==> src/fpba_pkg.sv <==
// ----------------------------------------------------------------------------
// Fit-policy block allocator package
// Shared widths, codes and the table entry and memory request types.
// ----------------------------------------------------------------------------
package fpba_pkg;

    localparam int ADDR_BITS  = 16;
    localparam int MAX_BLOCKS = 64;
    localparam int IDX_W      = $clog2(MAX_BLOCKS);
    localparam int CNT_W      = IDX_W + 1;
    localparam int LEN_W      = ADDR_BITS + 1;
    localparam int ENT_W      = ADDR_BITS + LEN_W;

    localparam logic [LEN_W-1:0] POOL_MAX = LEN_W'(1) << ADDR_BITS;

    // Configuration register indexes.
    localparam logic CFG_FIT  = 1'b0;
    localparam logic CFG_POOL = 1'b1;

    // Placement rules.
    localparam logic [1:0] FIT_FIRST = 2'd0;
    localparam logic [1:0] FIT_BEST  = 2'd1;
    localparam logic [1:0] FIT_WORST = 2'd2;

    // Result status codes.
    localparam logic [1:0] ST_OK      = 2'd0;
    localparam logic [1:0] ST_NOSPACE = 2'd1;
    localparam logic [1:0] ST_BADADDR = 2'd2;
    localparam logic [1:0] ST_FULL    = 2'd3;

    // Request kinds.
    localparam logic MODE_ALLOC = 1'b0;
    localparam logic MODE_FREE  = 1'b1;

    typedef struct packed {
        logic [LEN_W-1:0]     len;
        logic [ADDR_BITS-1:0] start;
    } t_entry;

    typedef struct packed {
        logic             we;
        logic [IDX_W-1:0] waddr;
        t_entry           wdata;
        logic [IDX_W-1:0] raddr;
    } t_mem_req;

endpackage

==> src/fpba_ctrl.sv <==
// ----------------------------------------------------------------------------
// Allocator sequencer
// Scans, compacts and appends the free and allocated tables held in RAM,
// gathers the statistics and holds the result register.
// ----------------------------------------------------------------------------
module fpba_ctrl
    import fpba_pkg::*;
(
    input  logic                 i_clk,
    input  logic                 i_rst_n,
    input  logic                 i_cfg_we,
    input  logic                 i_cfg_idx,
    input  logic [LEN_W-1:0]     i_cfg_data,
    input  logic                 i_req_valid,
    output logic                 o_req_ready,
    input  logic                 i_mode,
    input  logic [LEN_W-1:0]     i_size,
    input  logic [ADDR_BITS-1:0] i_addr,
    output logic                 o_res_valid,
    input  logic                 i_res_ready,
    output logic [103:0]         o_res_data,
    output t_mem_req             o_freq,
    input  t_entry               i_frdata,
    output t_mem_req             o_areq,
    input  t_entry               i_ardata
);

    localparam logic [4:0] S_INIT   = 5'd0;
    localparam logic [4:0] S_IDLE   = 5'd1;
    localparam logic [4:0] S_AS_RD  = 5'd2;
    localparam logic [4:0] S_AS_EV  = 5'd3;
    localparam logic [4:0] S_AS_END = 5'd4;
    localparam logic [4:0] S_A_APP  = 5'd5;
    localparam logic [4:0] S_FH_RD  = 5'd6;
    localparam logic [4:0] S_FH_EV  = 5'd7;
    localparam logic [4:0] S_FN_RD  = 5'd8;
    localparam logic [4:0] S_FN_EV  = 5'd9;
    localparam logic [4:0] S_FN_END = 5'd10;
    localparam logic [4:0] S_FD2    = 5'd11;
    localparam logic [4:0] S_F_APP  = 5'd12;
    localparam logic [4:0] S_F_FIN  = 5'd13;
    localparam logic [4:0] S_D_RD   = 5'd14;
    localparam logic [4:0] S_D_WR   = 5'd15;
    localparam logic [4:0] S_ST0    = 5'd16;
    localparam logic [4:0] S_ST_RD  = 5'd17;
    localparam logic [4:0] S_ST_EV  = 5'd18;
    localparam logic [4:0] S_DONE   = 5'd19;

    logic [4:0]           r_state, r_ret;
    logic [1:0]           r_fit;
    logic [LEN_W-1:0]     r_pool, r_avail;
    logic [CNT_W-1:0]     r_fcnt, r_acnt, r_idx, r_di;
    logic                 r_dsel, r_found, r_pre_f, r_post_f, r_ov;
    logic [LEN_W-1:0]     r_n, r_plen, r_len, r_prelen, r_postlen, r_mlen;
    logic [ADDR_BITS-1:0] r_a, r_pstart, r_base, r_prest, r_mstart, r_grant;
    logic [IDX_W-1:0]     r_pick, r_hit, r_pre, r_post;
    logic [1:0]           r_status;
    logic [LEN_W-1:0]     r_big, r_small;
    logic [103:0]         r_odata;
    logic [CNT_W-1:0]     w_di_nx;
    logic [LEN_W:0]       w_pre_end, w_blk_end;
    logic [LEN_W-1:0]     w_cfg_pool;
    logic                 w_out_free;

    assign w_di_nx    = r_di + CNT_W'(1);
    assign w_pre_end  = {1'b0, i_frdata.start} + {1'b0, i_frdata.len};
    assign w_blk_end  = {1'b0, r_base} + {1'b0, r_len};
    assign w_out_free = !r_ov || i_res_ready;
    assign w_cfg_pool = (i_cfg_data == '0) ? LEN_W'(1) :
                        (i_cfg_data > POOL_MAX) ? POOL_MAX : i_cfg_data;

    assign o_req_ready = (r_state == S_IDLE);
    assign o_res_valid = r_ov;
    assign o_res_data  = r_odata;

    // Free table port.
    always_comb begin
        o_freq = '0;
        o_freq.raddr = r_idx[IDX_W-1:0];
        if (r_state == S_D_RD) begin
            o_freq.raddr = w_di_nx[IDX_W-1:0];
        end
        case (r_state)
            S_INIT: begin
                o_freq.we          = 1'b1;
                o_freq.waddr       = '0;
                o_freq.wdata.start = '0;
                o_freq.wdata.len   = r_pool;
            end
            S_A_APP: begin
                o_freq.we          = (r_plen > r_n);
                o_freq.waddr       = r_fcnt[IDX_W-1:0];
                o_freq.wdata.start = r_pstart + r_n[ADDR_BITS-1:0];
                o_freq.wdata.len   = r_plen - r_n;
            end
            S_F_APP: begin
                o_freq.we          = 1'b1;
                o_freq.waddr       = r_fcnt[IDX_W-1:0];
                o_freq.wdata.start = r_mstart;
                o_freq.wdata.len   = r_mlen;
            end
            S_D_WR: begin
                o_freq.we    = !r_dsel;
                o_freq.waddr = r_di[IDX_W-1:0];
                o_freq.wdata = i_frdata;
            end
            default: ;
        endcase
    end

    // Allocated table port.
    always_comb begin
        o_areq = '0;
        o_areq.raddr = r_idx[IDX_W-1:0];
        if (r_state == S_D_RD) begin
            o_areq.raddr = w_di_nx[IDX_W-1:0];
        end
        case (r_state)
            S_A_APP: begin
                o_areq.we          = 1'b1;
                o_areq.waddr       = r_acnt[IDX_W-1:0];
                o_areq.wdata.start = r_pstart;
                o_areq.wdata.len   = r_n;
            end
            S_D_WR: begin
                o_areq.we    = r_dsel;
                o_areq.waddr = r_di[IDX_W-1:0];
                o_areq.wdata = i_ardata;
            end
            default: ;
        endcase
    end

    // Sequencer.
    always_ff @(posedge i_clk) begin
        if (!i_rst_n) begin
            r_state <= S_INIT;
            r_fit   <= FIT_FIRST;
            r_pool  <= POOL_MAX;
            r_ov    <= 1'b0;
            r_fcnt  <= '0;
            r_acnt  <= '0;
            r_avail <= '0;
        end else begin
            // The result register loads from a finished request or empties on a transfer.
            if (r_state == S_DONE && w_out_free) begin
                r_ov <= 1'b1;
            end else if (r_ov && i_res_ready) begin
                r_ov <= 1'b0;
            end
            // The user must write the configuration only while idle; the block itself does not enforce it.
            if (i_cfg_we && i_cfg_idx == CFG_FIT) begin
                r_fit <= i_cfg_data[1:0];
            end
            if (i_cfg_we && i_cfg_idx == CFG_POOL) begin
                r_pool  <= w_cfg_pool;
                r_state <= S_INIT;
            end else begin
                case (r_state)
                    S_INIT: begin
                        r_fcnt  <= CNT_W'(1);
                        r_acnt  <= '0;
                        r_avail <= r_pool;
                        r_state <= S_IDLE;
                    end
                    S_IDLE: begin
                        if (i_req_valid) begin
                            r_n     <= i_size;
                            r_a     <= i_addr;
                            r_grant <= '0;
                            r_idx   <= '0;
                            r_found <= 1'b0;
                            if (i_mode == MODE_FREE) begin
                                r_state <= S_FH_RD;
                            end else if (i_size == '0) begin
                                r_status <= ST_FULL;
                                r_state  <= S_ST0;
                            end else if (i_size > r_avail) begin
                                r_status <= ST_NOSPACE;
                                r_state  <= S_ST0;
                            end else if (r_acnt >= CNT_W'(MAX_BLOCKS)) begin
                                r_status <= ST_FULL;
                                r_state  <= S_ST0;
                            end else begin
                                r_state <= S_AS_RD;
                            end
                        end
                    end
                    // Placement scan over the free table.
                    S_AS_RD: begin
                        r_state <= (r_idx < r_fcnt) ? S_AS_EV : S_AS_END;
                    end
                    S_AS_EV: begin
                        r_idx   <= r_idx + CNT_W'(1);
                        r_state <= S_AS_RD;
                        if (i_frdata.len >= r_n) begin
                            if ((r_fit == FIT_FIRST) ||
                                (r_fit == FIT_BEST && (!r_found || i_frdata.len < r_plen)) ||
                                (r_fit == FIT_WORST && (!r_found || i_frdata.len > r_plen))) begin
                                r_found  <= 1'b1;
                                r_pick   <= r_idx[IDX_W-1:0];
                                r_pstart <= i_frdata.start;
                                r_plen   <= i_frdata.len;
                            end
                            if (r_fit == FIT_FIRST) begin
                                r_state <= S_AS_END;
                            end
                        end
                    end
                    S_AS_END: begin
                        if (!r_found) begin
                            r_status <= ST_NOSPACE;
                            r_state  <= S_ST0;
                        end else begin
                            r_di    <= {1'b0, r_pick};
                            r_dsel  <= 1'b0;
                            r_ret   <= S_A_APP;
                            r_state <= S_D_RD;
                        end
                    end
                    S_A_APP: begin
                        r_fcnt   <= r_fcnt + CNT_W'(r_plen > r_n);
                        r_acnt   <= r_acnt + CNT_W'(1);
                        r_avail  <= r_avail - r_n;
                        r_grant  <= r_pstart;
                        r_status <= ST_OK;
                        r_state  <= S_ST0;
                    end
                    // Address lookup in the allocated table.
                    S_FH_RD: begin
                        if (r_idx < r_acnt) begin
                            r_state <= S_FH_EV;
                        end else begin
                            r_status <= ST_BADADDR;
                            r_state  <= S_ST0;
                        end
                    end
                    S_FH_EV: begin
                        if (i_ardata.start == r_a) begin
                            r_hit    <= r_idx[IDX_W-1:0];
                            r_base   <= i_ardata.start;
                            r_len    <= i_ardata.len;
                            r_idx    <= '0;
                            r_pre_f  <= 1'b0;
                            r_post_f <= 1'b0;
                            r_state  <= S_FN_RD;
                        end else begin
                            r_idx   <= r_idx + CNT_W'(1);
                            r_state <= S_FH_RD;
                        end
                    end
                    // Neighbour search in the free table.
                    S_FN_RD: begin
                        r_state <= (r_idx < r_fcnt) ? S_FN_EV : S_FN_END;
                    end
                    S_FN_EV: begin
                        if (!r_pre_f && w_pre_end == {1'b0, {1'b0, r_base}}) begin
                            r_pre_f  <= 1'b1;
                            r_pre    <= r_idx[IDX_W-1:0];
                            r_prest  <= i_frdata.start;
                            r_prelen <= i_frdata.len;
                        end
                        if (!r_post_f && w_blk_end == {2'b00, i_frdata.start}) begin
                            r_post_f  <= 1'b1;
                            r_post    <= r_idx[IDX_W-1:0];
                            r_postlen <= i_frdata.len;
                        end
                        r_idx   <= r_idx + CNT_W'(1);
                        r_state <= S_FN_RD;
                    end
                    S_FN_END: begin
                        r_mstart <= r_pre_f ? r_prest : r_base;
                        r_mlen   <= r_len + (r_pre_f ? r_prelen : '0) +
                                    (r_post_f ? r_postlen : '0);
                        r_dsel   <= 1'b0;
                        if (!r_pre_f && !r_post_f && r_fcnt >= CNT_W'(MAX_BLOCKS)) begin
                            r_status <= ST_FULL;
                            r_state  <= S_ST0;
                        end else if (r_pre_f && r_post_f) begin
                            // Drop the later entry first so the earlier keeps its index.
                            r_di    <= {1'b0, (r_pre > r_post) ? r_pre : r_post};
                            r_ret   <= S_FD2;
                            r_state <= S_D_RD;
                        end else if (r_pre_f || r_post_f) begin
                            r_di    <= {1'b0, r_pre_f ? r_pre : r_post};
                            r_ret   <= S_F_APP;
                            r_state <= S_D_RD;
                        end else begin
                            r_state <= S_F_APP;
                        end
                    end
                    S_FD2: begin
                        r_di    <= {1'b0, (r_pre > r_post) ? r_post : r_pre};
                        r_ret   <= S_F_APP;
                        r_state <= S_D_RD;
                    end
                    S_F_APP: begin
                        r_fcnt  <= r_fcnt + CNT_W'(1);
                        r_di    <= {1'b0, r_hit};
                        r_dsel  <= 1'b1;
                        r_ret   <= S_F_FIN;
                        r_state <= S_D_RD;
                    end
                    S_F_FIN: begin
                        r_avail  <= r_avail + r_len;
                        r_status <= ST_OK;
                        r_state  <= S_ST0;
                    end
                    // Entry removal: move every later entry down by one.
                    S_D_RD: begin
                        if (w_di_nx < (r_dsel ? r_acnt : r_fcnt)) begin
                            r_state <= S_D_WR;
                        end else begin
                            if (r_dsel) begin
                                r_acnt <= r_acnt - CNT_W'(1);
                            end else begin
                                r_fcnt <= r_fcnt - CNT_W'(1);
                            end
                            r_state <= r_ret;
                        end
                    end
                    S_D_WR: begin
                        r_di    <= w_di_nx;
                        r_state <= S_D_RD;
                    end
                    // Statistics pass over the free table.
                    S_ST0: begin
                        r_idx   <= '0;
                        r_big   <= '0;
                        r_small <= '0;
                        r_state <= S_ST_RD;
                    end
                    S_ST_RD: begin
                        r_state <= (r_idx < r_fcnt) ? S_ST_EV : S_DONE;
                    end
                    S_ST_EV: begin
                        if (i_frdata.len > r_big) begin
                            r_big <= i_frdata.len;
                        end
                        if (r_idx == '0 || i_frdata.len < r_small) begin
                            r_small <= i_frdata.len;
                        end
                        r_idx   <= r_idx + CNT_W'(1);
                        r_state <= S_ST_RD;
                    end
                    S_DONE: begin
                        if (w_out_free) begin
                            r_odata <= {4'b0000, r_small, r_big, r_acnt, r_fcnt,
                                        r_pool - r_avail, r_avail, r_grant, r_status};
                            r_state <= S_IDLE;
                        end
                    end
                    default: r_state <= S_INIT;
                endcase
            end
        end
    end

endmodule

==> config.mk <==
export PLATFORM = sky130hd
export DESIGN_NAME = fpba_ctrl
export DESIGN_NICKNAME = d
export VERILOG_FILES = /design/src/fpba_pkg.sv /design/src/fpba_ctrl.sv
export SDC_FILE = /design/constraint.sdc
export NUM_CORES = 1
export LEC_CHECK = 0
export BUFFER_PORTS_ARGS = -buffer_cell sky130_fd_sc_hd__buf_4
export CAP_MARGIN = 15
export CORE_UTILIZATION = 45
export DETAILED_ROUTE_END_ITERATION = 10
export GPL_ROUTABILITY_DRIVEN = 1
export PLACE_DENSITY_LB_ADDON = 0.12
export SLEW_MARGIN = 20
export SYNTH_ARGS = -nofsm -noshare
export SYNTH_HDL_FRONTEND = slang
export SYNTH_SLANG_ARGS = --single-unit
export TNS_END_PERCENT = 30
==> constraint.sdc <==
create_clock -name i_clk -period 34.5 [get_ports i_clk]
set_input_delay 3.45 -clock i_clk [delete_from_list [all_inputs] [get_ports i_clk]]
set_output_delay 3.45 -clock i_clk [all_outputs]
set_load 0.005 [all_outputs]
Word level (Yosys, flattened, before mapping)
Cells that the tools add are included.
{"block": "word_totals", "regBits": 437, "latchBits": 0, "ramBits": 0, "romBits": 0, "in_bits": 123, "out_inout_bits": 198, "word_cells": 258, "mem_count": 0}
{"block": "classes", "n_addsub": 16, "mul": 0, "div": 0, "n_lt_le_gt_ge": 14, "n_eq_ne": 44, "shift": 0, "mux": 79, "bitwise": 3, "reduce_logical": 68}
{"op": "$pmux 40 s4", "n": 1}
{"op": "$mux 17", "n": 6}
{"op": "$pmux 40 s2", "n": 1}
{"op": "$pmux 5 s16", "n": 1}
{"op": "$mux 7", "n": 11}
{"op": "$mux 5", "n": 14}
{"op": "$gt 17x17->1", "n": 4}
{"op": "$pmux 17 s2", "n": 2}
{"op": "$pmux 7 s4", "n": 2}
{"op": "$add 17x17->17", "n": 3}
{"op": "$pmux 17 s3", "n": 1}
{"op": "$sub 17x17->17", "n": 3}
{"op": "$reduce_and 4->1", "n": 12}
{"op": "$eq 5x4->1 const B", "n": 8}
{"op": "$add 16x17->18", "n": 2}
{"op": "$eq 18x16->1", "n": 2}
{"op": "$ne 2x2->1 const B", "n": 18}
{"op": "$pmux 7 s5", "n": 1}
{"op": "$logic_not 17->1", "n": 2}
{"op": "$lt 17x17->1", "n": 2}
{"op": "$mux 16", "n": 2}
{"op": "$pmux 16 s2", "n": 1}
{"op": "$add 7x1->7 const B", "n": 4}
{"op": "$mux 6", "n": 4}
{"op": "44 further kinds", "n": 117}

Logic depth before layout (Yosys ltp)
{"block": "depth", "ltp_word": 8, "depth_mapped": 18, "ltp_nobuf": 18}

Worst setup path after synthesis
Ideal clock, no wire load.
{"block": "synth_timing", "path_kind": "input-to-reg", "startpoint": "input port i_cfg_idx", "endpoint": "register r_odata[0] (netlist: o_res_data[0]), enable pin", "setup_ns": 0.804, "t_arrival_ns": 13.269, "required_ns": 33.696, "setup_slack_ns": 20.428, "stages": 3, "n_path_buf": 0, "path_cell_list": "nand2_1 > nand2_1 > nor4_1"}
{"block": "synth_between", "elab_chain_cells": 3}
{"item": "start, declared", "line": "fpba_ctrl.sv:12", "rtl": "input logic i_cfg_idx,"}
{"item": "$logic_and 1x1->1", "line": "fpba_ctrl.sv:155", "rtl": "if (i_cfg_we && i_cfg_idx == CFG_POOL) begin"}
{"item": "$not 1->1 (no source line)"}
{"item": "$reduce_and 4->1 (no source line)"}
{"item": "end signal, assigned", "line": "fpba_ctrl.sv:348", "rtl": "r_odata <= {4'b0000, r_small, r_big, r_acnt, r_fcnt,"}
{"item": "end, declared", "line": "fpba_ctrl.sv:59", "rtl": "logic [103:0] r_odata;"}
No other way between the ends.
A chain may end at the register's enable or synchronous reset.

==> results_dict.tcl <==
set metrics [dict create \
    outcome "finished clean" \
    track_usage_pct 32.1 \
    hp-class "reg -> reg" \
    yosysSeqAreaShare_pct 47.1 \
    combPwrFrac_pct 25.8 \
    via_per_inst 6.05 \
    rr_startpoint "r_n[10]$_DFFE_PP_" \
    critPathArrivalTime_ns 4.47 \
    totalWireLength_um 97900 \
    placeableCoreArea_um2 58000 \
    rsz0062_at_grt "no" \
    drc_errors 0 \
    synthCells 2470 \
    pre_cts_slack_ns 26.65 \
    synth_cell_types 91 \
    startpoint_type "input pin" \
    ys_ff_latch 436 \
    crit_type "in -> out" \
    gr-total-overflow 0 \
    drive_above_1_share_pct 17.0 \
    hold_slack_ns 0.419 \
    setup_tns_ns 0 \
    pwr-share-clk_pct 34.1 \
    syn_avg_cell_area_um2 10.8 \
    synth_area_um2 26600 \
    drv_slew 0 \
    finalClockSkew_ns 0.0230 \
    htreeDepth 2 \
    clock_latency_ns 0.60 \
    switchingPower_mw 0.504 \
    clkSinkCount 436 \
    seqCellArea_um2 12500 \
    crit_top_cell "buf_4" \
    final.fill_count 5146 \
    cp_slowest_stage_delay_ns 0.52 \
    holdPathEnd "o_res_data[7]$_DFFE_PP_" \
    synthArstFlopShare_pct 0 \
    cts_tree "built" \
    drt_first_pass_iters 6 \
    clockBufferDepth 3 \
    hold_viol 0 \
    multiInputGateArea_um2 13100 \
    nNetsFinal 3165 \
    sw_frac_of_total_pct 32.0 \
    post-cts-setup-buffer-count 0 \
    final_common_cell "edfxtp_1" \
    crit_fanout 11 \
    grt_pass1_wl_um 140000 \
    area_growth_pct 18.3 \
    slew_headroom_pct 26.9 \
    yosysWarnings 0 \
    setup_ws_ns 26.58 \
    path_clk_slew_ns 0.06 \
    cts_root_buffer "clkbuf_16" \
    path_cells "buf_4 > a222oi_1 > nand2_1 > buf_4" \
    antenna_found_initial 3 \
    cellLeakagePower_nw 12.7 \
    synth_flop_cell "edfxtp_1" \
    max_freq_ghz 0.126 \
    cap_violations 0 \
    ff2ff_setup_slack_ns 29.12 \
    rows 88 \
    dieWidth_um 245 \
    cts_resized 0 \
    cts_buffers 49 \
    cts_hold_buf 0 \
    dp_hpwl_um 75600 \
    place_congestion 0.976 \
    cp_slowest_cell "a222oi_1" \
    worst_pin_slew_ns 1.09 \
    ff2ff_path_depth 16 \
    dr_total_vias 21717 \
    internal-power_mw 1.07 \
    drtIter0Drc 2212 \
    setup_viol 0 \
    port-buffer-count 316 \
    finalCriticalPeriod_ns 7.92 \
    cp.required_ns 31.05 \
    grt_pass1_vias 20968 \
    boundaryPins 321 \
    wire_per_inst_um 27.3 \
    grt_max_degree 67 \
    worstSetupEndpointType "primary output" \
    start_util_pct 45.8 \
    period_share_pct 23.0 \
    hold_start "r_grant[5]$_SDFFCE_PN0P_" \
    dieArea_um2 60000 \
    r2r_end "r_fcnt[6]$_SDFFE_PN0P_" \
    drt.antenna.violating_nets 0 \
    min_path_cells 0 \
    power_density_nw_per_um2 50.2 \
    synth_edf_count 380 \
    die_y_um 245 \
    irDropWorstVdd_uv 41.1 \
    sequentialPowerShare_pct 40.1 \
    most-common-layout-cells "edfxtp_1, buf_4, ha_1" \
]
==> worst max-delay path by stage <==
stage / from / to / cells past startpoint
finish: i_frdata[17] / o_freq[23] / 4
global route: i_frdata[18] / o_freq[24] / 4
CTS: i_frdata[32] / o_freq[38] / 4
detailed placement: i_frdata[32] / o_freq[38] / 4
global placement: i_frdata[27] / o_freq[33] / 4
floorplan: i_cfg_idx / o_res_data[0]$_DFFE_PP_ / 3
==> kinds of logic after synthesis <==
group,share of synthesized area [%]
fa+ha+maj,12.9
compound gates,16.7
flops,47.1
mux,1.96
xor+xnor,4.99
simple gates,12.5
other cells,0.0141
buf+inv,3.72
==> critical path: cells and delay by family <==
family                 cells  cell delay (ns)
AO/OA/AOI/OAI              1             0.52
AND/OR/NAND/NOR            1             0.14
buffers and inverters      2             0.36
==> synthesized netlist by cell type (all sizes together) (6+ instances only) <==
| cell type | number | share of area, % |
|---|---|---|
| a222oi | 17 | 0.64 |
| or4 | 7 | 0.23 |
| o21bai | 16 | 0.45 |
| nand3 | 63 | 1.2 |
| a221oi | 14 | 0.48 |
| a211oi | 19 | 0.54 |
| and2 | 71 | 1.7 |
| xnor2 | 81 | 2.7 |
| a21oi | 143 | 2.7 |
| a22o | 19 | 0.63 |
| mux2 | 22 | 0.93 |
| a22oi | 31 | 0.88 |
| o21ai | 146 | 2.7 |
| fa | 25 | 1.9 |
| nor4 | 25 | 0.59 |
| mux2i | 25 | 0.94 |
| nor3 | 49 | 0.92 |
| nand4 | 30 | 0.71 |
| a21o | 85 | 2.4 |
| o211ai | 18 | 0.51 |
| xor2 | 68 | 2.2 |
| nor2 | 135 | 1.9 |
| a31o | 7 | 0.23 |
| edfxtp | 380 | 43 |
| o22ai | 15 | 0.35 |
| nand3b | 6 | 0.17 |
| and3 | 15 | 0.35 |
| buf | 25 | 0.59 |
| dfxtp | 56 | 4.2 |
| o2111ai | 10 | 0.33 |
| or2 | 10 | 0.24 |
| a31oi | 24 | 0.56 |
| o21a | 27 | 0.76 |
| or3 | 11 | 0.26 |
| ha | 234 | 11 |
| inv | 157 | 2.2 |
| nand2b | 17 | 0.40 |
| nand2 | 176 | 2.5 |
| nor2b | 29 | 0.68 |
| o31ai | 13 | 0.37 |
| clkbuf | 60 | 0.85 |
| a2111oi | 10 | 0.33 |
| nor4b | 6 | 0.22 |
==> state kept, by name (all words and copies together), names as in the netlist, 17 cells and up <==
register,cells
r_prelen,17
r_n,17
r_avail,17
r_big,17
o_res_data,100
r_plen,17
r_len,17
r_mlen,17
r_small,17
r_postlen,17
r_pool,17
==> stage by stage <==
stage               cell area, um2  utilization (%)  instances  power [mW]
floorplan                    26600                -       2473       0.894
global placement             29800             51.4       3496        1.04
detailed placement           29800             51.4       3496        1.04
CTS                          31400             54.2       3587        1.58
global route                 31400             54.2       3588        1.64
finish                       31500             54.2       3589        1.58
==> power groups by stage <==
stage	Sequential (mW)	Clock, mW	Combinational (mW)
after floorplan	0.631	0	0.263
after global placement	0.644	0	0.393
after detailed placement	0.644	0	0.398
after CTS	0.633	0.545	0.400
after global routing	0.635	0.563	0.442
final	0.633	0.537	0.407
==> metal layers <==
metal  part of all wire (%)  vias up  track usage, %
li1                       -     9879               -
met1                     42    10652            43.0
met2                     45      972            50.9
met3                    7.7      212            5.54
met4                    4.9        2            14.3
met5                  0.013        -               0
==> layout make-up <==
class	count	share of cell area, %
Sequential cell	436	39.8
Tap cell	765	3.04
Timing Repair Buffer	344	8.25
Multi-Input combinational cell	1791	41.8
Inverter	161	1.92
Clock inverter	25	0.879
Antenna cell	1	0.00796
Clock buffer	66	4.30
No activity file was read; power rests on OpenSTA's default activity.
