[config.mk]
export PLATFORM = sky130hd
export DESIGN_NAME = fpba_ram
export DESIGN_NICKNAME = d
export VERILOG_FILES = /design/src/fpba_ram.sv
export SDC_FILE = /design/constraint.sdc
export NUM_CORES = 1
export LEC_CHECK = 0
export BUFFER_PORTS_ARGS = -buffer_cell sky130_fd_sc_hd__buf_4
export CAP_MARGIN = 10
export CORE_ASPECT_RATIO = 1.5
export CORE_MARGIN = 2
export CORE_UTILIZATION = 35
export DETAILED_ROUTE_END_ITERATION = 16
export PLACE_DENSITY = 0.47
export SLEW_MARGIN = 40
export SYNTH_ARGS = -nofsm -noshare
export SYNTH_HDL_FRONTEND = slang
export SYNTH_SLANG_ARGS = --single-unit
[constraint.sdc]
create_clock -name i_clk -period 2.4 [get_ports i_clk]
set_input_delay 0.48 -clock i_clk [delete_from_list [all_inputs] [get_ports i_clk]]
set_output_delay 0.48 -clock i_clk [all_outputs]
set_load 0.02 [all_outputs]
[src/fpba_ram.sv]
// ----------------------------------------------------------------------------
// Generic RAM
// One write port and one read port with a registered read.
// ----------------------------------------------------------------------------
module fpba_ram #(
    parameter int WIDTH = 8,
    parameter int DEPTH = 16
) (
    input  logic                     i_clk,
    input  logic                     i_we,
    input  logic [$clog2(DEPTH)-1:0] i_waddr,
    input  logic [WIDTH-1:0]         i_wdata,
    input  logic [$clog2(DEPTH)-1:0] i_raddr,
    output logic [WIDTH-1:0]         o_rdata
);

    logic [WIDTH-1:0] r_mem [DEPTH];
    logic [WIDTH-1:0] r_rdata;

    // Write and registered read.
    always_ff @(posedge i_clk) begin
        if (i_we) begin
            r_mem[i_waddr] <= i_wdata;
        end
        r_rdata <= r_mem[i_raddr];
    end

    assign o_rdata = r_rdata;

endmodule

# Word-level counts from Yosys, hierarchy flattened
# Memories as Yosys holds them, arrays and structs flattened. A register that Yosys moved wholly into a read port is not among the register bits.
# Cells that the tools add are included.
[word_totals]
regBits = 0
latchBits = 0
mem_bits_rw = 128
mem_bits_ro = 0
input_bits = 18
output_inout_bits = 8
elab_cells = 3
mem_count = 1
[mem_list]
columns = ["name", "words", "width", "read_ports", "rd_clocked_by_memory_dff", "write_ports", "line", "source"]
rows = [
  ["r_mem", 16, 8, 1, 1, 1, "17", "logic [WIDTH-1:0] r_mem [DEPTH];"],
]
[classes]
addsub = 0
n_mul = 0
n_div = 0
order_cmp = 0
n_eq_ne = 0
shifts = 0
muxes = 2
bitwise = 0
reduce_logical = 0
[ops]
columns = ["op", "n"]
rows = [
  ["$mux W1", 2],
]

# Depth between registers and ports, before layout
# Gate-level depths: netlist of the first run.
[logic_depth]
depth_word = 2
depth_mapped = 5
depth_no_buf = 3

# Least setup slack after synthesis of the first run
# Ideal clock, no wire load.
[synth_timing]
kind = "input port to flip-flop"
start = "in i_waddr[2]"
end = "mem r_mem[0][0] (enable)"
setup_ns = 0.383
arrival_ns = 1.590
t_required_ns = 2.017
setup_slack_ns = 0.427
cell_stages = 2
path_buffers = 0
path_cell_list = "or3b_2 nor3_1"
[synth_rtl]
columns = ["item", "line", "source"]
rows = [
  ["start, declared", "11", "input logic [$clog2(DEPTH)-1:0] i_waddr,"],
  ["end, declared", "17", ""],
]
# Straight into the memory's write port.

==> run_summary.xml, run 1 <==
<?xml version="1.0" encoding="UTF-8"?>
<metrics>
  <group name="grt">
    <metric name="grt_pass1_wl" unit="um">16000</metric>
    <metric name="grt_usage" unit="%">14.7</metric>
    <metric name="initial_antenna_violation_count" unit="">0</metric>
    <metric name="first_global_vias" unit="">2584</metric>
    <metric name="overflow" unit="">0</metric>
    <metric name="grt_max_degree" unit="">33</metric>
  </group>
  <group name="cells_and_area">
    <metric name="ff_latch_area" unit="um^2">4000</metric>
    <metric name="antenna_cells_inserted" unit="">0</metric>
    <metric name="final_layout_size_suffix_gt1_share" unit="%">31.9</metric>
    <metric name="syn2layout_area_growth" unit="%">21.2</metric>
    <metric name="instances_no_fill" unit="">491</metric>
    <metric name="final.fill_count" unit="">1301</metric>
    <metric name="layout.nets" unit="">300</metric>
    <metric name="design_area" unit="um^2">6240</metric>
    <metric name="multiInputGateArea" unit="um^2">1060</metric>
  </group>
  <group name="sta">
    <metric name="final.hold.worst_slack" unit="ns">0.376</metric>
    <metric name="min_clock_period_post_route" unit="ns">1.58</metric>
    <metric name="rsz0062_at_grt" unit="">no</metric>
    <metric name="finalHoldViolCount" unit="">0</metric>
    <metric name="post-route-period-util" unit="%">66.0</metric>
    <metric name="clock_skew" unit="ns">0.00903</metric>
    <metric name="slew_headroom" unit="%">57.8</metric>
    <metric name="max_freq" unit="MHz">632</metric>
    <metric name="maxSlewViolCount" unit="">0</metric>
    <metric name="total_negative_setup_slack" unit="ns">0</metric>
    <metric name="setup_viol_count_final" unit="">0</metric>
    <metric name="tightestPinTransition" unit="ns">0.630</metric>
  </group>
  <group name="drt">
    <metric name="routed_wl" unit="um">10600</metric>
    <metric name="ant_nets" unit="">0</metric>
    <metric name="detail_route.first_pass.iterations" unit="">4</metric>
    <metric name="route.detailed.drc" unit="">0</metric>
    <metric name="detail_route.iter0.violations" unit="">160</metric>
    <metric name="viasPerCell" unit="">4.81</metric>
    <metric name="drt-wirelength-per-cell" unit="um">21.6</metric>
    <metric name="via_count" unit="">2362</metric>
  </group>
  <group name="synthesis">
    <metric name="synth_warnings" unit="">0</metric>
    <metric name="synth-edff-count" unit="">128</metric>
    <metric name="synth.yosys.seq_area_share" unit="%">77.8</metric>
    <metric name="synth_top_area_share" unit="%">74.7</metric>
    <metric name="ys_dominant_reg_cell" unit="">edfxtp_1</metric>
    <metric name="ys_async_sr_fraction" unit="%">0</metric>
    <metric name="synth_cells" unit="">229</metric>
    <metric name="area_of_the_mapped_netlist" unit="um^2">5150</metric>
    <metric name="synth-seq-cells" unit="">136</metric>
    <metric name="yosysTopAreaCell" unit="">edfxtp_1</metric>
    <metric name="synthesis.nets" unit="">247</metric>
    <metric name="synth.avg_cell_area" unit="um^2">22.5</metric>
    <metric name="synth.top_cells.by_area" unit="">edfxtp_1, mux4_2, mux4_1</metric>
    <metric name="yosysUniqueCellTypes" unit="">19</metric>
  </group>
  <group name="floorplanning">
    <metric name="starting_density_of_the_core" unit="%">35.6</metric>
    <metric name="design.core.area" unit="um^2">14500</metric>
    <metric name="chipHeight" unit="um">153</metric>
    <metric name="fp.dieArea" unit="um^2">15700</metric>
    <metric name="io_pins" unit="">26</metric>
    <metric name="fp-row-count" unit="">54</metric>
    <metric name="die_width" unit="um">103</metric>
  </group>
  <group name="placed_design">
    <metric name="dpl.cell_count" unit="">459</metric>
    <metric name="rd_place_congestion" unit="">0.736</metric>
    <metric name="port_buffers" unit="">25</metric>
    <metric name="post_dp_cell_area" unit="um^2">5660</metric>
    <metric name="post-dp-hpwl" unit="um">6870</metric>
  </group>
  <group name="critical_path">
    <metric name="critPathSlowestCell" unit="">mux4_1</metric>
    <metric name="max_stage_delay" unit="ns">0.56</metric>
    <metric name="crit_chain" unit="">buf_4 &gt; buf_12 &gt; mux4_1 &gt; a22oi_1 &gt; nand2_1</metric>
    <metric name="critical_path_arrival" unit="ns">1.88</metric>
    <metric name="critical_path_peak_fanout" unit="">13</metric>
    <metric name="worst_setup_path_class" unit="">input pin to register</metric>
    <metric name="critical_path.n_buffers_inverters" unit="">2</metric>
    <metric name="startpoint_type" unit="">input pin</metric>
    <metric name="worstPathRequired" unit="ns">2.69</metric>
    <metric name="critical_path.endpoint_type" unit="">register</metric>
    <metric name="kind_of_cell_with_the_highest_combined_delay_on_the_critical_path" unit="">multiplexers</metric>
  </group>
  <group name="clock_network">
    <metric name="cts.repair.resized" unit="">0</metric>
    <metric name="ctsHoldBuffers" unit="">0</metric>
    <metric name="postCtsSetupRepairBufs" unit="">0</metric>
    <metric name="clk_pin_slew_worst_paths" unit="ns">0.06</metric>
    <metric name="clk_root_buffer_cell" unit="">clkbuf_16</metric>
    <metric name="clock_latency" unit="ns">0.41</metric>
    <metric name="cts_tree" unit="">built</metric>
    <metric name="number_of_cts_inserted_buffers" unit="">17</metric>
    <metric name="cts_num_sinks" unit="">136</metric>
    <metric name="cts_max_level" unit="">4</metric>
    <metric name="clock_tree.buffer_depth" unit="">2</metric>
  </group>
  <group name="run">
    <metric name="maxCapViolCount" unit="">0</metric>
  </group>
  <group name="power">
    <metric name="worst_ir_drop_vdd" unit="V">0.000422</metric>
    <metric name="powerDensity" unit="nW/um^2">876</metric>
    <metric name="static-leakage-power" unit="nW">2.09</metric>
  </group>
  <group name="min_path">
    <metric name="holdCritPathClass" unit="">input pin to register</metric>
  </group>
  <group name="run_status">
    <metric name="outcome" unit="">finished clean</metric>
  </group>
</metrics>
-- synth_stat cells, types with 2 or more instances --
library cell     instances
a22oi_1                 16
buf_2                    3
buf_6                    3
clkdlybuf4s25_2          3
dfxtp_1                  8
edfxtp_1               128
mux4_1                  14
mux4_2                  18
nand2_1                  9
nand2b_1                 2
nand3b_1                 2
nor2_1                  13
nor3_1                   4
-- worst paths after layout --
kind,start,end,slack (ns),cells after the start
worst max-delay path,i_raddr[0],o_rdata[5],0.82,5
worst min-delay path,i_wdata[2],r_mem[11][2],0.38,1
worst max register to register,r_mem[10][1],o_rdata[1],1.01,3
worst min register to register,r_mem[12][7],o_rdata[7],0.68,3
-- cell usage in the layout, fill, tap and decap left out, types with 3 or more instances in the layout --
cell type / count
nor2_1: 13
buf_4: 42
clkinvlp_4: 6
nand2_1: 9
edfxtp_1: 128
a22oi_1: 16
clkbuf_16: 17
mux4_2: 18
inv_6: 3
nor3_1: 4
mux4_1: 14
dfxtp_1: 8
-- logic make-up (layout without fill, tap and decap cells) --
group / count (synthesis) / count (layout) / synth area share, %
DFF: 136 / 136 / 77.8
and+or+nand+nor: 35 / 35 / 3.18
muxes: 32 / 32 / 15.0
AOI/OAI and AO/OA: 16 / 16 / 2.33
buffers and inverters: 10 / 76 / 1.68
-- final cells by class --
class | count | area share (%)
multi-input cells | 83 | 16.9
clock buffers | 18 | 6.88
repair buffers | 44 | 5.69
flip-flops and latches | 136 | 64.2
clock inverters | 14 | 2.41
well taps | 196 | 3.93
-- per-stage QoR --
step,util [%],setup slack [ns],power (mW)
floorplan,-,0.427,2.87
global placement,39.2,0.349,3.01
detailed placement,39.2,0.360,3.01
CTS,43.2,0.798,5.53
global route,43.2,0.770,5.66
finish,43.2,0.817,5.46
-- flip-flops by register name, indices dropped and copies added, names as in the netlist --
name     flops
o_rdata      8
r_mem      128
-- power breakdown --
group          internal [mW]  total [mW]  switching [mW]  leakage (nW)
Sequential              2.66        2.67          0.0165          1.22
Clock                   1.53        2.51           0.979         0.265
Combinational          0.124       0.280           0.156         0.601
Total                   4.31        5.46            1.15          2.09
-- routing by layer --
metal	global-route usage (%)	vias to the layer above	share of wire (%)
met1	18.6	1219	41
met3	3.99	10	3.6
met5	0	-	0
met2	24.0	55	54
li1	-	1078	-
met4	5.64	0	1.3
No activity file was read; power rests on OpenSTA's default activity.
==> inputs of run 2 (changes only) <==
- clock period: 2.4 -> 1.6 ns (I/O delays scaled with it)
==> run_summary.xml, run 2 (synthesized netlist as in run 1, its figures left out) <==
<?xml version="1.0" encoding="UTF-8"?>
<metrics>
  <group name="floorplanning">
    <metric name="design.core.area" unit="um^2">14500</metric>
    <metric name="fp-row-count" unit="">54</metric>
    <metric name="starting_density_of_the_core" unit="%">35.6</metric>
    <metric name="io_pins" unit="">26</metric>
    <metric name="die_width" unit="um">103</metric>
    <metric name="chipHeight" unit="um">153</metric>
    <metric name="fp.dieArea" unit="um^2">15700</metric>
  </group>
  <group name="drt">
    <metric name="viasPerCell" unit="">4.90</metric>
    <metric name="detail_route.iter0.violations" unit="">117</metric>
    <metric name="routed_wl" unit="um">10500</metric>
    <metric name="via_count" unit="">2447</metric>
    <metric name="drt-wirelength-per-cell" unit="um">21.1</metric>
    <metric name="route.detailed.drc" unit="">0</metric>
    <metric name="detail_route.first_pass.iterations" unit="">5</metric>
    <metric name="ant_nets" unit="">0</metric>
  </group>
  <group name="clock_network">
    <metric name="cts_tree" unit="">built</metric>
    <metric name="cts_num_sinks" unit="">136</metric>
    <metric name="cts.repair.resized" unit="">0</metric>
    <metric name="clk_pin_slew_worst_paths" unit="ns">0.06</metric>
    <metric name="cts_max_level" unit="">4</metric>
    <metric name="clock_latency" unit="ns">0.41</metric>
    <metric name="ctsHoldBuffers" unit="">0</metric>
    <metric name="postCtsSetupRepairBufs" unit="">0</metric>
    <metric name="number_of_cts_inserted_buffers" unit="">17</metric>
    <metric name="clk_root_buffer_cell" unit="">clkbuf_16</metric>
    <metric name="clock_tree.buffer_depth" unit="">2</metric>
  </group>
  <group name="run_status">
    <metric name="outcome" unit="">finished clean</metric>
  </group>
  <group name="sta">
    <metric name="clock_skew" unit="ns">0.00447</metric>
    <metric name="slew_headroom" unit="%">68.2</metric>
    <metric name="setup_viol_count_final" unit="">0</metric>
    <metric name="final.hold.worst_slack" unit="ns">0.220</metric>
    <metric name="maxSlewViolCount" unit="">0</metric>
    <metric name="min_clock_period_post_route" unit="ns">1.39</metric>
    <metric name="finalHoldViolCount" unit="">0</metric>
    <metric name="post-route-period-util" unit="%">86.6</metric>
    <metric name="rsz0062_at_grt" unit="">no</metric>
    <metric name="max_freq" unit="MHz">722</metric>
    <metric name="tightestPinTransition" unit="ns">0.476</metric>
  </group>
  <group name="critical_path">
    <metric name="worst_setup_path_class" unit="">register to register</metric>
    <metric name="critical_path_arrival" unit="ns">1.67</metric>
    <metric name="critical_path_peak_fanout" unit="">1</metric>
    <metric name="startpoint_type" unit="">register</metric>
    <metric name="critical_path.endpoint_type" unit="">register</metric>
    <metric name="worstPathRequired" unit="ns">1.88</metric>
  </group>
  <group name="cells_and_area">
    <metric name="syn2layout_area_growth" unit="%">24.9</metric>
    <metric name="design_area" unit="um^2">6430</metric>
    <metric name="layout.nets" unit="">308</metric>
    <metric name="most_frequent_cells_in_the_layout" unit="">edfxtp_1, buf_4, mux4_2, clkbuf_16, a22oi_1</metric>
    <metric name="final_common_cell" unit="">edfxtp_1</metric>
    <metric name="flip_flop_count_of_the_largest_register_all_copies_and_words_added" unit="">128</metric>
    <metric name="regMostFlops" unit="">r_mem</metric>
    <metric name="post-route-util" unit="%">44.5</metric>
    <metric name="antenna_cells_inserted" unit="">0</metric>
    <metric name="final.fill_count" unit="">1283</metric>
    <metric name="final_layout_size_suffix_gt1_share" unit="%">34.3</metric>
  </group>
  <group name="min_path">
    <metric name="holdCritPathClass" unit="">input pin to register</metric>
  </group>
  <group name="power">
    <metric name="p_switching" unit="mW">1.72</metric>
    <metric name="netSwitchingFraction" unit="%">19.5</metric>
    <metric name="post-layout-total-power" unit="mW">8.85</metric>
    <metric name="worst_ir_drop_vdd" unit="V">0.000560</metric>
    <metric name="clock_power_share" unit="%">49.7</metric>
    <metric name="pwr-share-seq" unit="%">45.3</metric>
    <metric name="design_internal_power" unit="mW">7.12</metric>
    <metric name="share_comb_of_total_power" unit="%">4.9</metric>
    <metric name="static-leakage-power" unit="nW">2.20</metric>
    <metric name="powerDensity" unit="nW/um^2">1380</metric>
  </group>
  <group name="run">
    <metric name="maxCapViolCount" unit="">0</metric>
  </group>
  <group name="placed_design">
    <metric name="post-dp-hpwl" unit="um">7030</metric>
    <metric name="rd_place_congestion" unit="">0.727</metric>
    <metric name="port_buffers" unit="">25</metric>
    <metric name="post_dp_cell_area" unit="um^2">5750</metric>
  </group>
  <group name="grt">
    <metric name="overflow" unit="">0</metric>
    <metric name="first_global_vias" unit="">2628</metric>
    <metric name="grt_usage" unit="%">14.7</metric>
    <metric name="grt_max_degree" unit="">23</metric>
    <metric name="grt_pass1_wl" unit="um">16000</metric>
    <metric name="initial_antenna_violation_count" unit="">0</metric>
  </group>
</metrics>
==> run 2: cell types whose count changed in the layout (fill, tap and decap cells not counted) <==
| cell | before | now |
|---|---|---|
| clkinvlp_4 | 6 | 2 |
| inv_6 | 3 | 4 |
| nor2b_2 | 0 | 1 |
| nor3_2 | 0 | 1 |
| buf_12 | 2 | 4 |
| nor2b_1 | 1 | 0 |
| buf_4 | 42 | 48 |
| bufinv_16 | 2 | 6 |
| clkinv_2 | 2 | 1 |
| nor3_1 | 4 | 3 |
==> run 2: cell type report <==
class / instances / area [um^2] / area share, %
clock buffer: 18 / 429 / 6.68
clock inverter: 14 / 244 / 3.80
multi-input combinational: 83 / 1060 / 16.6
sequential: 136 / 4000 / 62.3
tap: 196 / 245 / 3.82
timing repair buffer: 52 / 440 / 6.85
==> run 2: final timing paths <==
check        cells after the start          end   startpoint  slack, ns
max reg2reg                      3   o_rdata[0]  r_mem[6][0]       0.21
min reg2reg                      3   o_rdata[4]  r_mem[8][4]       0.68
max                              3   o_rdata[0]  r_mem[6][0]       0.21
min                              1  r_mem[9][3]   i_wdata[3]       0.22
==> run 2: critical path, cell delays in order (launching register included) <==
cell	delay [ns]
edfxtp_1	0.37
mux4_1	0.53
a22oi_1	0.24
nand2_1	0.12
==> run 2: metal layers <==
layer,wire [um],track usage (%),vias to the layer above
met5,0,0,-
met2,5800,24.3,59
li1,-,-,1095
met4,208,6.58,0
met1,4160,18.0,1280
met3,335,3.72,13
==> run 2: through the flow <==
step | instances | setup WS (ns) | setup TNS, ns
floorplan | 229 | 0.0139 | 0
global placement | 467 | -0.144 | -0.319
detailed placement | 467 | -0.127 | -0.341
CTS | 499 | 0.205 | 0
global route | 499 | 0.173 | 0
finish | 499 | 0.214 | 0
==> run 2: power by group through the flow <==
stage	Combinational, mW	Clock (mW)	Sequential (mW)
floorplan	0.202	0	4.10
global placement	0.442	0	4.08
detailed placement	0.446	0	4.08
CTS	0.448	4.49	4.01
global route	0.478	4.66	4.01
finish	0.437	4.40	4.01
==> inputs of run 3 (changes only) <==
- CELL_PAD_IN_SITES_DETAIL_PLACEMENT: unset -> 0
- CELL_PAD_IN_SITES_GLOBAL_PLACEMENT: unset -> 1
- PLACE_DENSITY: 0.47 -> 0.52
==> run_summary.xml, run 3 (synthesized netlist as in run 1, its figures left out) <==
<?xml version="1.0" encoding="UTF-8"?>
<metrics>
  <group name="critical_path">
    <metric name="crit_chain" unit="">mux4_1 &gt; a22oi_1 &gt; nand2_1</metric>
    <metric name="critical_path_peak_fanout" unit="">1</metric>
    <metric name="critical_path.n_buffers_inverters" unit="">0</metric>
    <metric name="worst_setup_path_class" unit="">register to register</metric>
    <metric name="max_stage_delay" unit="ns">0.51</metric>
    <metric name="critPathSlowestCell" unit="">mux4_1</metric>
    <metric name="kind_of_cell_with_the_highest_combined_delay_on_the_critical_path" unit="">multiplexers</metric>
    <metric name="startpoint_type" unit="">register</metric>
    <metric name="critical_path_arrival" unit="ns">1.65</metric>
    <metric name="worstPathRequired" unit="ns">1.88</metric>
    <metric name="critical_path.endpoint_type" unit="">register</metric>
  </group>
  <group name="sta">
    <metric name="clock_skew" unit="ns">0.00499</metric>
    <metric name="min_clock_period_post_route" unit="ns">1.37</metric>
    <metric name="final.hold.worst_slack" unit="ns">0.220</metric>
    <metric name="setup_viol_count_final" unit="">0</metric>
    <metric name="rsz0062_at_grt" unit="">no</metric>
    <metric name="total_negative_setup_slack" unit="ns">0</metric>
    <metric name="max_freq" unit="MHz">730</metric>
    <metric name="tightestPinTransition" unit="ns">0.761</metric>
    <metric name="post-route-period-util" unit="%">85.7</metric>
    <metric name="maxSlewViolCount" unit="">0</metric>
    <metric name="finalHoldViolCount" unit="">0</metric>
    <metric name="slew_headroom" unit="%">49.1</metric>
  </group>
  <group name="clock_network">
    <metric name="cts_max_level" unit="">4</metric>
    <metric name="cts_tree" unit="">built</metric>
    <metric name="clock_latency" unit="ns">0.40</metric>
    <metric name="cts.repair.resized" unit="">0</metric>
    <metric name="postCtsSetupRepairBufs" unit="">0</metric>
    <metric name="cts_num_sinks" unit="">136</metric>
    <metric name="clock_tree.buffer_depth" unit="">2</metric>
    <metric name="ctsHoldBuffers" unit="">0</metric>
    <metric name="number_of_cts_inserted_buffers" unit="">17</metric>
    <metric name="clk_pin_slew_worst_paths" unit="ns">0.06</metric>
    <metric name="clk_root_buffer_cell" unit="">clkbuf_16</metric>
  </group>
  <group name="cells_and_area">
    <metric name="flip_flop_count_of_the_largest_register_all_copies_and_words_added" unit="">128</metric>
    <metric name="syn2layout_area_growth" unit="%">24.0</metric>
    <metric name="final_common_cell" unit="">edfxtp_1</metric>
    <metric name="most_frequent_cells_in_the_layout" unit="">edfxtp_1, buf_4, mux4_2, clkbuf_16, a22oi_1</metric>
    <metric name="post-route-util" unit="%">44.2</metric>
    <metric name="antenna_cells_inserted" unit="">0</metric>
    <metric name="instances_no_fill" unit="">506</metric>
    <metric name="layout.nets" unit="">315</metric>
    <metric name="final_layout_size_suffix_gt1_share" unit="%">35.2</metric>
    <metric name="final.fill_count" unit="">1281</metric>
    <metric name="regMostFlops" unit="">r_mem</metric>
  </group>
  <group name="drt">
    <metric name="ant_nets" unit="">0</metric>
    <metric name="routed_wl" unit="um">10700</metric>
    <metric name="detail_route.first_pass.iterations" unit="">4</metric>
    <metric name="via_count" unit="">2433</metric>
    <metric name="viasPerCell" unit="">4.81</metric>
    <metric name="detail_route.iter0.violations" unit="">117</metric>
    <metric name="drt-wirelength-per-cell" unit="um">21.2</metric>
    <metric name="route.detailed.drc" unit="">0</metric>
  </group>
  <group name="grt">
    <metric name="overflow" unit="">0</metric>
    <metric name="grt_pass1_wl" unit="um">16600</metric>
    <metric name="grt_usage" unit="%">15.3</metric>
    <metric name="grt_max_degree" unit="">18</metric>
    <metric name="initial_antenna_violation_count" unit="">0</metric>
    <metric name="first_global_vias" unit="">2690</metric>
  </group>
  <group name="power">
    <metric name="static-leakage-power" unit="nW">2.17</metric>
    <metric name="worst_ir_drop_vdd" unit="V">0.000489</metric>
    <metric name="powerDensity" unit="nW/um^2">1270</metric>
  </group>
  <group name="min_path">
    <metric name="holdCritPathClass" unit="">input pin to register</metric>
  </group>
  <group name="floorplanning">
    <metric name="fp-row-count" unit="">54</metric>
    <metric name="die_width" unit="um">103</metric>
    <metric name="io_pins" unit="">26</metric>
    <metric name="chipHeight" unit="um">153</metric>
    <metric name="design.core.area" unit="um^2">14500</metric>
    <metric name="fp.dieArea" unit="um^2">15700</metric>
    <metric name="starting_density_of_the_core" unit="%">35.6</metric>
  </group>
  <group name="placed_design">
    <metric name="port_buffers" unit="">25</metric>
    <metric name="dpl.cell_count" unit="">474</metric>
    <metric name="rd_place_congestion" unit="">0.776</metric>
    <metric name="post-dp-hpwl" unit="um">7340</metric>
  </group>
  <group name="run">
    <metric name="maxCapViolCount" unit="">0</metric>
  </group>
  <group name="run_status">
    <metric name="outcome" unit="">finished clean</metric>
  </group>
</metrics>
==> run 3: cell count changes in the layout (fill, tap and decap cells not counted) <==
| cell | change |
|---|---|
| clkinvlp_4 | +5 |
| bufinv_16 | -4 |
| buf_12 | +1 |
| clkinv_4 | -1 |
| buf_4 | +6 |
| clkinv_1 | +2 |
| clkinv_2 | +2 |
| inv_6 | -4 |
==> run 3: per-stage QoR <==
step	power [mW]	instance area (um^2)	setup WS [ns]
floorplan	4.31	5150	0.0139
global placement	4.55	5820	-0.107
detailed placement	4.55	5820	-0.103
CTS	8.23	6380	0.206
global route	8.43	6380	0.123
finish	8.13	6380	0.229
==> run 3: final timing paths <==
check,cells past startpoint,endpoint,startpoint,slack (ns)
min reg2reg,3,o_rdata[4],r_mem[8][4],0.67
max reg2reg,3,o_rdata[3],r_mem[1][3],0.23
max,3,o_rdata[3],r_mem[1][3],0.23
min,1,r_mem[0][5],i_wdata[5],0.22
==> run 3: layout make-up <==
cell class | instances | area [um^2] | area share, %
sequential | 136 | 4000 | 62.7
clock inverter | 14 | 135 | 2.12
clock buffer | 18 | 429 | 6.72
multi-input combinational | 83 | 1060 | 16.7
timing repair buffer | 59 | 505 | 7.92
tap | 196 | 245 | 3.84
==> run 3: worst reg2reg max path: cells and delay by family (launching register included) <==
family,cells,cell delay (ns)
AOI/OAI and AO/OA,1,0.27
and+or+nand+nor,1,0.11
muxes,1,0.51
DFF,1,0.37
==> run 3: layer usage <==
layer	part of all wire (%)	routed length, um	track usage [%]	vias up
li1	-	-	-	1108
met1	42	4450	19.3	1253
met2	54	5770	25.3	62
met3	3.2	346	4.17	10
met4	1.4	147	5.26	0
met5	0	0	0	-
==> run 3: power by group <==
part	internal, mW	switching, mW	total, mW	leakage [nW]
registers	3.98	0.0228	4.01	1.22
logic	0.213	0.243	0.456	0.692
clock network	2.27	1.40	3.67	0.255
